--- src/rtl/pssu_pkg.sv ---
`default_nettype none

package pssu_pkg;

    // Field widths.
    localparam int TIMER_BITS = 12;
    localparam int VOLT_BITS  = 11;
    localparam int CFG_IDX_BITS = 3;

    typedef logic [TIMER_BITS-1:0] t_timer;
    typedef logic [VOLT_BITS-1:0]  t_volt;
    typedef logic [CFG_IDX_BITS-1:0] t_cfg_idx;

    localparam t_timer TIMER_MAX = {TIMER_BITS{1'b1}};

    // Configuration register indexes.
    localparam t_cfg_idx CFG_TEST_MODE       = 3'd0;
    localparam t_cfg_idx CFG_DC_READY_LEVEL  = 3'd1;
    localparam t_cfg_idx CFG_PRECHARGE_TICKS = 3'd2;
    localparam t_cfg_idx CFG_MAIN_TICKS      = 3'd3;
    localparam t_cfg_idx CFG_DC_RISE_TICKS   = 3'd4;
    localparam t_cfg_idx CFG_RECT_TICKS      = 3'd5;
    localparam t_cfg_idx CFG_INV_TICKS       = 3'd6;

    // Configuration reset values.
    localparam t_volt  RST_DC_READY_LEVEL  = 11'd700;
    localparam t_timer RST_PRECHARGE_TICKS = 12'd100;
    localparam t_timer RST_MAIN_TICKS      = 12'd100;
    localparam t_timer RST_DC_RISE_TICKS   = 12'd2000;
    localparam t_timer RST_RECT_TICKS      = 12'd200;
    localparam t_timer RST_INV_TICKS       = 12'd200;

    // Reported system status codes.
    localparam logic [1:0] ST_STOP   = 2'd0;
    localparam logic [1:0] ST_CHARGE = 2'd1;
    localparam logic [1:0] ST_RUN    = 2'd2;
    localparam logic [1:0] ST_FAULT  = 2'd3;

    // Pre-charge stage phases.
    typedef enum logic [5:0] {
        CH_DISCHARGED = 6'b000001,
        CH_PRE_WAIT   = 6'b000010,
        CH_RISING     = 6'b000100,
        CH_MAIN_WAIT  = 6'b001000,
        CH_MAIN_OK    = 6'b010000,
        CH_CHARGED    = 6'b100000
    } t_charge_phase;

    // Rectifier stage phases.
    typedef enum logic [3:0] {
        RC_STOP  = 4'b0001,
        RC_READY = 4'b0010,
        RC_WAIT  = 4'b0100,
        RC_RUN   = 4'b1000
    } t_rect_phase;

    // Inverter stage phases.
    typedef enum logic [4:0] {
        IV_STOP       = 5'b00001,
        IV_READY_WAIT = 5'b00010,
        IV_READY      = 5'b00100,
        IV_START_WAIT = 5'b01000,
        IV_RUN        = 5'b10000
    } t_inv_phase;

    // One step of an on-delay counter: count up and stick at full scale.
    function automatic t_timer sat_inc(input t_timer cnt);
        t_timer res;
        res = (cnt == TIMER_MAX) ? cnt : cnt + t_timer'(1);
        return res;
    endfunction

endpackage

`default_nettype wire

--- src/rtl/power_stage_startup_sequencer.sv ---
`default_nettype none

// Start-up sequencer for a three-stage power converter (DC-link pre-charge,
// rectifier, inverter with bypass), advanced by one tick per input transfer.
// Each tick carries the fault flag, run commands, DC-link voltage and contactor
// feedback; each tick produces exactly one result transfer with the contactor,
// enable and controller-on commands and the held system status. A tick is
// registered on arrival in the input register and evaluated from there into
// the state registers, which present its result; a new tick can be taken
// every cycle while the result side does not stall.
// The command and status state registers themselves form the result register;
// a stalled result holds them, which in turn holds back the input side once the
// input register is full. Configuration registers are written through a port
// that is always ready and should only be written while no tick is in flight.
module power_stage_startup_sequencer (
    input  wire                          i_clk,
    input  wire                          i_rst_n,
    // Configuration write channel.
    input  wire                          i_cfg_valid,
    output logic                         o_cfg_ready,
    input  wire  pssu_pkg::t_cfg_idx     i_cfg_index,
    input  wire  pssu_pkg::t_timer       i_cfg_data,
    // Tick input channel.
    input  wire                          i_in_valid,
    output logic                         o_in_stall,
    input  wire                          i_heavy_fault,
    input  wire                          i_all_enable,
    input  wire  [2:0]                   i_unit_enables,
    input  wire  pssu_pkg::t_volt        i_dc_link_v,
    input  wire                          i_precharge_fb,
    input  wire                          i_main_fb,
    // Result output channel.
    output logic                         o_out_valid,
    input  wire                          i_out_stall,
    output logic                         o_precharge_close,
    output logic                         o_main_close,
    output logic                         o_bypass_closed,
    output logic                         o_conv_enable,
    output logic                         o_inv_enable,
    output logic                         o_dc_loop_on,
    output logic                         o_ac_loop_on,
    output logic                         o_charge_ok,
    output logic [1:0]                   o_system_status,
    output logic                         o_system_run
);
    import pssu_pkg::*;

    // Configuration registers.
    logic   r_test_mode;
    t_volt  r_dc_ready_level;
    t_timer r_pre_ticks, r_main_ticks, r_rise_ticks, r_rect_ticks, r_inv_ticks;

    // Input register.
    logic       r_s1_valid;
    logic       r_s1_hf, r_s1_all, r_s1_pre_fb, r_s1_main_fb;
    logic [2:0] r_s1_units;
    t_volt      r_s1_volts;

    // Sequencer state, which also forms the result register.
    logic          r_out_valid;
    t_charge_phase r_ch, n_ch;
    t_rect_phase   r_rc, n_rc;
    t_inv_phase    r_iv, n_iv;
    logic          r_ch_run, n_ch_run, r_rc_run, n_rc_run;
    logic [2:0]    r_armed, n_armed;
    t_timer        r_cnt_pre, n_cnt_pre, r_cnt_main, n_cnt_main, r_cnt_rise, n_cnt_rise;
    t_timer        r_cnt_rect, n_cnt_rect, r_cnt_inv, n_cnt_inv;
    logic          r_c_pre, n_c_pre, r_c_main, n_c_main, r_c_byp, n_c_byp;
    logic          r_c_conv, n_c_conv, r_c_inv, n_c_inv, r_c_dcl, n_c_dcl;
    logic          r_c_acl, n_c_acl, r_c_chok, n_c_chok;
    logic [1:0]    r_status, n_status;
    logic          r_run_held, n_run_held;

    // Handshake control.
    logic in_xfer, adv;

    // Counter steps and their expiry checks.
    t_timer inc_pre, inc_main, inc_rise, inc_rect, inc_inv;
    logic   done_pre, done_main, done_rise, done_rect, done_inv;

    // Decoded tick conditions.
    logic tm, act_c, act_r, act_i, all_do, all_stop, volt_ok, rect_cmd;
    logic stop_c, stop_r, stop_i;

    // The tick in the input register advances when the result slot is free.
    assign adv         = r_s1_valid && (!r_out_valid || !i_out_stall);
    assign o_in_stall  = r_s1_valid && !adv;
    assign in_xfer     = i_in_valid && !o_in_stall;
    assign o_cfg_ready = 1'b1;

    // Configuration writes; unknown indexes are dropped.
    always_ff @(posedge i_clk) begin
        if (!i_rst_n) begin
            r_test_mode      <= 1'b0;
            r_dc_ready_level <= RST_DC_READY_LEVEL;
            r_pre_ticks      <= RST_PRECHARGE_TICKS;
            r_main_ticks     <= RST_MAIN_TICKS;
            r_rise_ticks     <= RST_DC_RISE_TICKS;
            r_rect_ticks     <= RST_RECT_TICKS;
            r_inv_ticks      <= RST_INV_TICKS;
        end else if (i_cfg_valid && o_cfg_ready) begin
            case (i_cfg_index)
                CFG_TEST_MODE:       r_test_mode      <= i_cfg_data[0];
                CFG_DC_READY_LEVEL:  r_dc_ready_level <= i_cfg_data[VOLT_BITS-1:0];
                CFG_PRECHARGE_TICKS: r_pre_ticks      <= i_cfg_data;
                CFG_MAIN_TICKS:      r_main_ticks     <= i_cfg_data;
                CFG_DC_RISE_TICKS:   r_rise_ticks     <= i_cfg_data;
                CFG_RECT_TICKS:      r_rect_ticks     <= i_cfg_data;
                CFG_INV_TICKS:       r_inv_ticks      <= i_cfg_data;
                default: ;
            endcase
        end
    end

    // Input register.
    always_ff @(posedge i_clk) begin
        if (!i_rst_n) begin
            r_s1_valid <= 1'b0;
        end else if (in_xfer) begin
            r_s1_valid <= 1'b1;
        end else if (adv) begin
            r_s1_valid <= 1'b0;
        end
    end

    always_ff @(posedge i_clk) begin
        if (in_xfer) begin
            r_s1_hf      <= i_heavy_fault;
            r_s1_all     <= i_all_enable;
            r_s1_units   <= i_unit_enables;
            r_s1_volts   <= i_dc_link_v;
            r_s1_pre_fb  <= i_precharge_fb;
            r_s1_main_fb <= i_main_fb;
        end
    end

    // Counter steps, each counter steps at most once per tick.
    always_comb begin
        inc_pre   = sat_inc(r_cnt_pre);
        inc_main  = sat_inc(r_cnt_main);
        inc_rise  = sat_inc(r_cnt_rise);
        inc_rect  = sat_inc(r_cnt_rect);
        inc_inv   = sat_inc(r_cnt_inv);
        done_pre  = inc_pre  >= r_pre_ticks;
        done_main = inc_main >= r_main_ticks;
        done_rise = inc_rise >= r_rise_ticks;
        done_rect = inc_rect >= r_rect_ticks;
        done_inv  = inc_inv  >= r_inv_ticks;
    end

    // Next state for one tick: pre-charge, then rectifier, then inverter,
    // then the held status, each seeing the stage updates made before it.
    always_comb begin
        tm       = r_test_mode;
        act_c    = r_s1_units[0];
        act_r    = r_s1_units[1];
        act_i    = r_s1_units[2];
        all_do   = !tm && r_s1_all;
        all_stop = !tm && !r_s1_all;
        volt_ok  = r_s1_volts >= r_dc_ready_level;

        n_ch       = r_ch;
        n_rc       = r_rc;
        n_iv       = r_iv;
        n_ch_run   = r_ch_run;
        n_rc_run   = r_rc_run;
        n_armed    = r_armed;
        n_cnt_pre  = r_cnt_pre;
        n_cnt_main = r_cnt_main;
        n_cnt_rise = r_cnt_rise;
        n_cnt_rect = r_cnt_rect;
        n_cnt_inv  = r_cnt_inv;
        n_c_pre    = r_c_pre;
        n_c_main   = r_c_main;
        n_c_byp    = r_c_byp;
        n_c_conv   = r_c_conv;
        n_c_inv    = r_c_inv;
        n_c_dcl    = r_c_dcl;
        n_c_acl    = r_c_acl;
        n_c_chok   = r_c_chok;
        n_status   = r_status;
        n_run_held = r_run_held;

        // Pre-charge stage.
        stop_c = r_s1_hf || (tm && !act_c) || all_stop;
        if (stop_c) begin
            if (r_ch != CH_DISCHARGED) begin
                n_ch_run = 1'b0;
                n_c_main = 1'b0;
                n_c_pre  = 1'b0;
                n_ch     = CH_DISCHARGED;
                n_c_chok = 1'b0;
            end
        end else begin
            case (r_ch)
                CH_DISCHARGED: begin
                    n_armed[0] = 1'b1;
                    if (volt_ok) begin
                        n_c_main   = 1'b1;
                        n_cnt_main = '0;
                        n_ch       = CH_MAIN_WAIT;
                    end else begin
                        n_c_pre   = 1'b1;
                        n_cnt_pre = '0;
                        n_ch      = CH_PRE_WAIT;
                    end
                end
                CH_PRE_WAIT: begin
                    if (!r_armed[0] || r_s1_pre_fb) begin
                        n_cnt_rise = '0;
                        n_armed[0] = 1'b1;
                        n_ch       = CH_RISING;
                    end else begin
                        n_cnt_pre = inc_pre;
                        if (done_pre) begin
                            n_c_pre    = 1'b0;
                            n_armed[0] = 1'b0;
                            n_ch       = CH_DISCHARGED;
                        end
                    end
                end
                CH_RISING: begin
                    if (r_armed[0]) begin
                        n_cnt_rise = inc_rise;
                        if (done_rise) begin
                            n_armed[0] = 1'b0;
                            n_c_pre    = 1'b0;
                            n_ch       = CH_DISCHARGED;
                        end else if (volt_ok) begin
                            n_c_pre    = 1'b0;
                            n_c_main   = 1'b1;
                            n_cnt_main = '0;
                            n_ch       = CH_MAIN_WAIT;
                        end
                    end
                end
                CH_MAIN_WAIT: begin
                    n_cnt_main = inc_main;
                    if (done_main) begin
                        n_c_pre    = 1'b0;
                        n_c_main   = 1'b0;
                        n_armed[0] = 1'b0;
                        n_ch       = CH_DISCHARGED;
                    end else if (r_s1_main_fb) begin
                        n_armed[0] = 1'b0;
                        n_ch       = CH_MAIN_OK;
                    end
                end
                CH_MAIN_OK: begin
                    n_ch     = CH_CHARGED;
                    n_ch_run = 1'b1;
                    n_c_chok = 1'b1;
                end
                CH_CHARGED: begin
                    // Main breaker lost: wait for it again, charge_ok is kept.
                    if (!r_s1_main_fb) begin
                        n_cnt_main = '0;
                        n_armed[0] = 1'b1;
                        n_ch       = CH_MAIN_WAIT;
                        n_ch_run   = 1'b0;
                    end
                end
                default: ;
            endcase
        end

        // Rectifier stage.
        stop_r = r_s1_hf || (tm && !act_r) || all_stop || (all_do && !n_ch_run);
        if (stop_r) begin
            n_rc       = RC_STOP;
            n_armed[1] = 1'b0;
            n_rc_run   = 1'b0;
            n_c_dcl    = 1'b0;
            n_c_conv   = 1'b0;
        end else begin
            case (r_rc)
                RC_STOP: n_rc = RC_READY;
                RC_READY: begin
                    n_cnt_rect = '0;
                    n_armed[1] = 1'b1;
                    n_rc       = RC_WAIT;
                end
                RC_WAIT: begin
                    if (r_armed[1]) begin
                        n_cnt_rect = inc_rect;
                        if (done_rect) begin
                            n_armed[1] = 1'b0;
                            n_rc       = RC_RUN;
                            n_rc_run   = 1'b1;
                            n_c_dcl    = 1'b1;
                            n_c_conv   = 1'b1;
                        end
                    end
                end
                default: ;
            endcase
        end

        // Inverter stage; the ready delay and the start delay share a counter.
        stop_i = r_s1_hf || (tm && !act_i) || (!tm && (!r_s1_all || !n_rc_run));
        if (stop_i) begin
            if (r_iv != IV_STOP) begin
                n_iv       = IV_STOP;
                n_armed[2] = 1'b0;
                n_c_acl    = 1'b0;
                n_c_inv    = 1'b0;
                n_c_byp    = 1'b1;
            end
        end else begin
            case (r_iv)
                IV_STOP: begin
                    n_cnt_inv  = '0;
                    n_armed[2] = 1'b1;
                    n_iv       = IV_READY_WAIT;
                end
                IV_READY_WAIT: begin
                    if (r_armed[2]) begin
                        n_cnt_inv = inc_inv;
                        if (done_inv) begin
                            n_iv       = IV_READY;
                            n_armed[2] = 1'b0;
                        end
                    end
                end
                IV_READY: begin
                    n_c_acl    = 1'b1;
                    n_cnt_inv  = '0;
                    n_armed[2] = 1'b1;
                    n_iv       = IV_START_WAIT;
                end
                IV_START_WAIT: begin
                    if (r_armed[2]) begin
                        n_cnt_inv = inc_inv;
                        if (done_inv) begin
                            n_iv       = IV_RUN;
                            n_armed[2] = 1'b0;
                            n_c_byp    = 1'b0;
                            n_c_inv    = 1'b1;
                        end
                    end
                end
                default: ;
            endcase
        end

        // Held system status, from the phases after this tick.
        rect_cmd = (tm && act_r) || all_do;
        if (n_ch == CH_RISING) begin
            n_status   = ST_CHARGE;
            n_run_held = 1'b0;
        end else if (n_ch == CH_CHARGED) begin
            if (n_rc_run) begin
                n_status   = ST_RUN;
                n_run_held = 1'b1;
            end
        end else if (n_ch == CH_DISCHARGED) begin
            n_run_held = 1'b0;
            if (r_s1_hf) begin
                n_status = ST_FAULT;
            end else if (!rect_cmd) begin
                n_status = ST_STOP;
            end
        end else begin
            n_run_held = 1'b0;
        end
        if (n_rc == RC_STOP) begin
            if (r_s1_hf) begin
                n_status = ST_FAULT;
            end else if (!rect_cmd) begin
                n_status = ST_STOP;
            end
        end else if (n_rc == RC_RUN) begin
            n_status = ST_RUN;
        end
    end

    // Result valid flag.
    always_ff @(posedge i_clk) begin
        if (!i_rst_n) begin
            r_out_valid <= 1'b0;
        end else if (adv) begin
            r_out_valid <= 1'b1;
        end else if (!i_out_stall) begin
            r_out_valid <= 1'b0;
        end
    end

    // Sequencer state, updated once per tick.
    always_ff @(posedge i_clk) begin
        if (!i_rst_n) begin
            r_ch       <= CH_DISCHARGED;
            r_rc       <= RC_STOP;
            r_iv       <= IV_STOP;
            r_ch_run   <= 1'b0;
            r_rc_run   <= 1'b0;
            r_armed    <= '0;
            r_cnt_pre  <= '0;
            r_cnt_main <= '0;
            r_cnt_rise <= '0;
            r_cnt_rect <= '0;
            r_cnt_inv  <= '0;
            r_c_pre    <= 1'b0;
            r_c_main   <= 1'b0;
            r_c_byp    <= 1'b1;
            r_c_conv   <= 1'b0;
            r_c_inv    <= 1'b0;
            r_c_dcl    <= 1'b0;
            r_c_acl    <= 1'b0;
            r_c_chok   <= 1'b0;
            r_status   <= ST_STOP;
            r_run_held <= 1'b0;
        end else if (adv) begin
            r_ch       <= n_ch;
            r_rc       <= n_rc;
            r_iv       <= n_iv;
            r_ch_run   <= n_ch_run;
            r_rc_run   <= n_rc_run;
            r_armed    <= n_armed;
            r_cnt_pre  <= n_cnt_pre;
            r_cnt_main <= n_cnt_main;
            r_cnt_rise <= n_cnt_rise;
            r_cnt_rect <= n_cnt_rect;
            r_cnt_inv  <= n_cnt_inv;
            r_c_pre    <= n_c_pre;
            r_c_main   <= n_c_main;
            r_c_byp    <= n_c_byp;
            r_c_conv   <= n_c_conv;
            r_c_inv    <= n_c_inv;
            r_c_dcl    <= n_c_dcl;
            r_c_acl    <= n_c_acl;
            r_c_chok   <= n_c_chok;
            r_status   <= n_status;
            r_run_held <= n_run_held;
        end
    end

    // Result fields come straight from the state registers.
    assign o_out_valid       = r_out_valid;
    assign o_precharge_close = r_c_pre;
    assign o_main_close      = r_c_main;
    assign o_bypass_closed   = r_c_byp;
    assign o_conv_enable     = r_c_conv;
    assign o_inv_enable      = r_c_inv;
    assign o_dc_loop_on      = r_c_dcl;
    assign o_ac_loop_on      = r_c_acl;
    assign o_charge_ok       = r_c_chok;
    assign o_system_status   = r_status;
    assign o_system_run      = r_run_held;

    // The inverter PWM and the bypass are never commanded on together.
    a_inv_bypass_excl: assert property (@(posedge i_clk) disable iff (!i_rst_n)
        r_c_inv |-> !r_c_byp)
        else $error("inverter enabled while bypass is closed");

    // The rectifier run flag and its controller commands follow its run phase.
    a_rect_run_consistent: assert property (@(posedge i_clk) disable iff (!i_rst_n)
        (r_rc == RC_RUN) == (r_rc_run && r_c_conv && r_c_dcl))
        else $error("rectifier run flag disagrees with its phase");

    // The inverter enable is set exactly in the inverter run phase.
    a_inv_run_consistent: assert property (@(posedge i_clk) disable iff (!i_rst_n)
        (r_iv == IV_RUN) == r_c_inv)
        else $error("inverter enable disagrees with its phase");

    // A stalled result freezes the sequencer.
    a_stall_holds_state: assert property (@(posedge i_clk) disable iff (!i_rst_n)
        (r_out_valid && i_out_stall) |=>
            ($stable(r_ch) && $stable(r_rc) && $stable(r_iv) && $stable(r_status)))
        else $error("sequencer advanced while its result was stalled");

endmodule

`default_nettype wire

--- config.mk ---
export PLATFORM = sky130hd
export DESIGN_NAME = power_stage_startup_sequencer
export DESIGN_NICKNAME = d
export VERILOG_FILES = /design/src/rtl/pssu_pkg.sv /design/src/rtl/power_stage_startup_sequencer.sv
export SDC_FILE = /design/constraint.sdc
export NUM_CORES = 1
export LEC_CHECK = 0
export BUFFER_PORTS_ARGS = -buffer_cell sky130_fd_sc_hd__buf_2
export CELL_PAD_IN_SITES_DETAIL_PLACEMENT = 0
export CELL_PAD_IN_SITES_GLOBAL_PLACEMENT = 2
export CORE_ASPECT_RATIO = 1.5
export CORE_UTILIZATION = 34
export CTS_CLUSTER_SIZE = 14
export DETAILED_ROUTE_END_ITERATION = 10
export GPL_ROUTABILITY_DRIVEN = 0
export PLACE_DENSITY_LB_ADDON = 0.12
export SLEW_MARGIN = 20
export SYNTH_ARGS = -nofsm -noshare
export SYNTH_HDL_FRONTEND = slang
export SYNTH_SLANG_ARGS = --single-unit
export TNS_END_PERCENT = 20
--- constraint.sdc ---
create_clock -name i_clk -period 4.2 [get_ports i_clk]
set_clock_uncertainty 0.15 [all_clocks]
set_input_delay 0 -clock i_clk [delete_from_list [all_inputs] [get_ports i_clk]]
set_output_delay 0 -clock i_clk [all_outputs]
set_load 0.03 [all_outputs]
==> impl_metrics.toml <==
[worst_setup_path]
worstSetupEndpointType = "flop"
crit_required_ns = 4.40
cp_slowest_cell = "a2111o_1"
crit_chain = "ha_4 -> nand3_4 -> nor2_4 -> and3_4 -> and2_4 -> nand4_1 -> buf_6 -> xnor2_2 -> ha_1 -> nand2b_4 -> a2111o_1 -> a31oi_4 -> buf_6 -> nand3_4 -> o211ai_4 -> o211ai_1 -> nor4bb_4 -> a311o_1 -> a2bb2oi_2"
cp_max_fo = 4
cpPeakStageDelay_ns = 0.48
cp-start-kind = "flop"
path_class = "flop to flop"
crit_buf_inv = 2
cp_data_arrival_time_ns = 4.26
cpLargestDelayFamily = "compound AO/OA/AOI/OAI gates"

[power]
pwr_density_cell_mw_per_mm2 = 287
vdd_drop_max_mv = 0.278
p_leak_nw = 5.21

[status]
status = "completed"

[finish]
most-common-layout-cells = "nand2_1 (216), dfxtp_1 (158), a21oi_1 (133)"
finalNetCount = 1556
n_fill_cell = 3157
register_area_mm2 = 0.00383
antenna_cells = 0
drive_gt1_share_pct = 16.3
syn_to_final_growth_pct = 22.2
fin_util_pct = 42.4
multi_input_area_mm2 = 0.00647
fin_cells = 1855
final_common_cell = "nand2_1"

[synthesis]
synth_edf_count = 18
yosysWarnings = 0
avgSynthCellArea_um2 = 7.94
synth_cell_types = 77
synth_area_leader_cell = "dfxtp_1"
syn_inst = 1328
synth_area_mm2 = 0.0105
synth_flop_cell = "dfxtp_1"
async_flop_share_pct = 0
synth_seq_area_share_pct = 36.3
netlist_top_cells_area = "dfxtp_1 (31%), ha_1 (9.0%), nand2_1 (7.8%), a21oi_1 (6.4%), edfxtp_1 (5.1%)"
yosys.area.top_type_share_pct = 31.2
yosys_register_bits = 182
synth_nets = 1442

[place]
placedCellCount = 1773
io_buffers = 50
hpwl_um = 23300

[clock_network]
numCtsBuffers = 17
cts.sinks = 182
cts_root_buf = "clkbuf_16"
clkTransAtPathRegs_ns = 0.07
h-tree-depth = 4
cts_tree = "built"
cts_buffer_depth = 2
clkLatencyLatePin_ns = 0.46

[drt]
drt_iter0_drc = 352
wl_per_cell_um = 17.5
drt_wl_total_um = 32500
first_pass_iters = 5
viasPerCell = 5.15
postRouteAntennaNets = 0
drcViolationCount = 0
vias = 9549

[die]
die_y_um = 218
initial_core_util_pct = 34.7
die_area_mm2 = 0.0317
core_mm2 = 0.0304
core.rowCount = 78
die_x_um = 146
ios = 52

[grt]
grt_pass1_wl_um = 51100
grt_use_total_pct = 21.0
grt_max_degree = 68
grt_pass1_vias = 9259
grt.overflow.total = 0
antenna_found_initial = 0

[timing]
setup_violations = 0
maxSlewHeadroom_pct = 39.2
drv_slew = 0
fmax_ghz = 0.246
worst_pin_slew_ns = 0.908
finalHoldViolCount = 0
period_minus_slack_ns = 4.06
fin_crit_sh_pct = 96.7

[worst_hold_path]
hp-class = "input pin to flop"

[flow_run]
maxCapViolCount = 0
## timing repair
item	CTS	global route
hold endpoints to repair	105	0
pin swaps	7	29
endpoints found under the setup margin	7	20
hold buffers	38	0
cloned	0	0
buffers inserted	2	10
resized for setup	6	68
## cells in the mapped netlist (all sizes together), types with 5 or more instances
cell type / count
o21a: 8
a2111oi: 6
o22ai: 6
nand2b: 17
nand4: 17
xor2: 7
nand3: 37
nor2: 124
nor3: 15
clkbuf: 57
nor2b: 16
a21oi: 136
inv: 84
a21o: 19
nor3b: 7
a22oi: 16
a31oi: 20
nand3b: 7
and3: 28
and2: 15
a211oi: 10
o211ai: 32
and4: 6
xnor2: 32
edfxtp: 18
nor4b: 5
o21ai: 43
nand2: 219
dfxtp: 164
ha: 76
buf: 8
mux2: 13
or4: 6
## through the flow
stage | cell area [µm²] | TNS, ns | hold WS (ns) | setup WS, ns | total power, mW
after global routing | 12900 | -0.156 | 0.0978 | -0.0913 | 3.84
after detailed placement | 11500 | -0.441 | 0.0288 | -0.210 | 2.14
after floorplan | 10500 | 0 | -0.0511 | 0.0381 | 2.01
final | 12900 | 0 | 0.106 | 0.137 | 3.70
after global placement | 11500 | -0.400 | 0.0269 | -0.186 | 2.14
after CTS | 12500 | 0 | 0.0755 | 0.00345 | 3.75
## path summary, 6_finish.rpt
kind / slack [ns] / cells past startpoint / end / startpoint
worst min register to register: 0.29 / 2 / o_inv_enable$_SDFFE_PN0P_ / o_inv_enable$_SDFFE_PN0P_
worst min-delay path: 0.11 / 2 / r_s1_volts[0]$_DFFE_PP_ / i_dc_link_v[0]
worst max register to register: 0.14 / 19 / o_system_status[1]$_SDFFE_PN0P_ / r_cnt_rise[1]$_SDFFE_PN0P_
worst max-delay path: 0.14 / 19 / o_system_status[1]$_SDFFE_PN0P_ / r_cnt_rise[1]$_SDFFE_PN0P_
## worst register-to-register path, cell delays in order, from the launching register on
cell,delay (ns)
dfxtp_4,0.37
ha_4,0.15
nand3_4,0.08
nor2_4,0.13
and3_4,0.19
and2_4,0.14
nand4_1,0.10
buf_6,0.16
xnor2_2,0.13
ha_1,0.27
nand2b_4,0.14
a2111o_1,0.48
a31oi_4,0.20
buf_6,0.14
nand3_4,0.08
o211ai_4,0.25
o211ai_1,0.20
nor4bb_4,0.38
a311o_1,0.17
a2bb2oi_2,0.05
## power by group
part | total, mW | switching (mW) | internal (mW)
registers | 1.81 | 0.0224 | 1.79
clock network | 1.57 | 0.762 | 0.804
logic | 0.326 | 0.204 | 0.122
total | 3.70 | 0.988 | 2.71
## cell type report
| cell class | instances | area share, % |
|---|---|---|
| Clock inverter | 12 | 0.709 |
| Timing Repair Buffer | 160 | 9.37 |
| Multi-Input combinational cell | 997 | 50.2 |
| Tap cell | 400 | 3.89 |
| Clock buffer | 20 | 3.56 |
| Sequential cell | 182 | 29.8 |
| Inverter | 84 | 2.47 |
## routing by layer
layer / wire length [µm] / part of all wire (%) / track usage, % / vias up
li1: - / - / - / 4880
met1: 14400 / 44 / 25.1 / 4497
met2: 16200 / 50 / 36.9 / 131
met3: 917 / 2.8 / 3.20 / 41
met4: 1020 / 3.1 / 9.26 / 0
met5: 0 / 0 / 0 / -
## cells by family after synthesis
family | after synthesis | synth area share (%)
XOR/XNOR | 39 | 3.24
multiplexers | 17 | 1.77
other | 1 | 0.0356
adder cells (fa/ha/maj) | 77 | 9.13
flip-flops | 182 | 36.3
AND/OR/NAND/NOR | 537 | 24.0
buffers and inverters | 149 | 5.58
AO/OA/AOI/OAI | 326 | 19.9
Power figures use the tool's default switching activity.
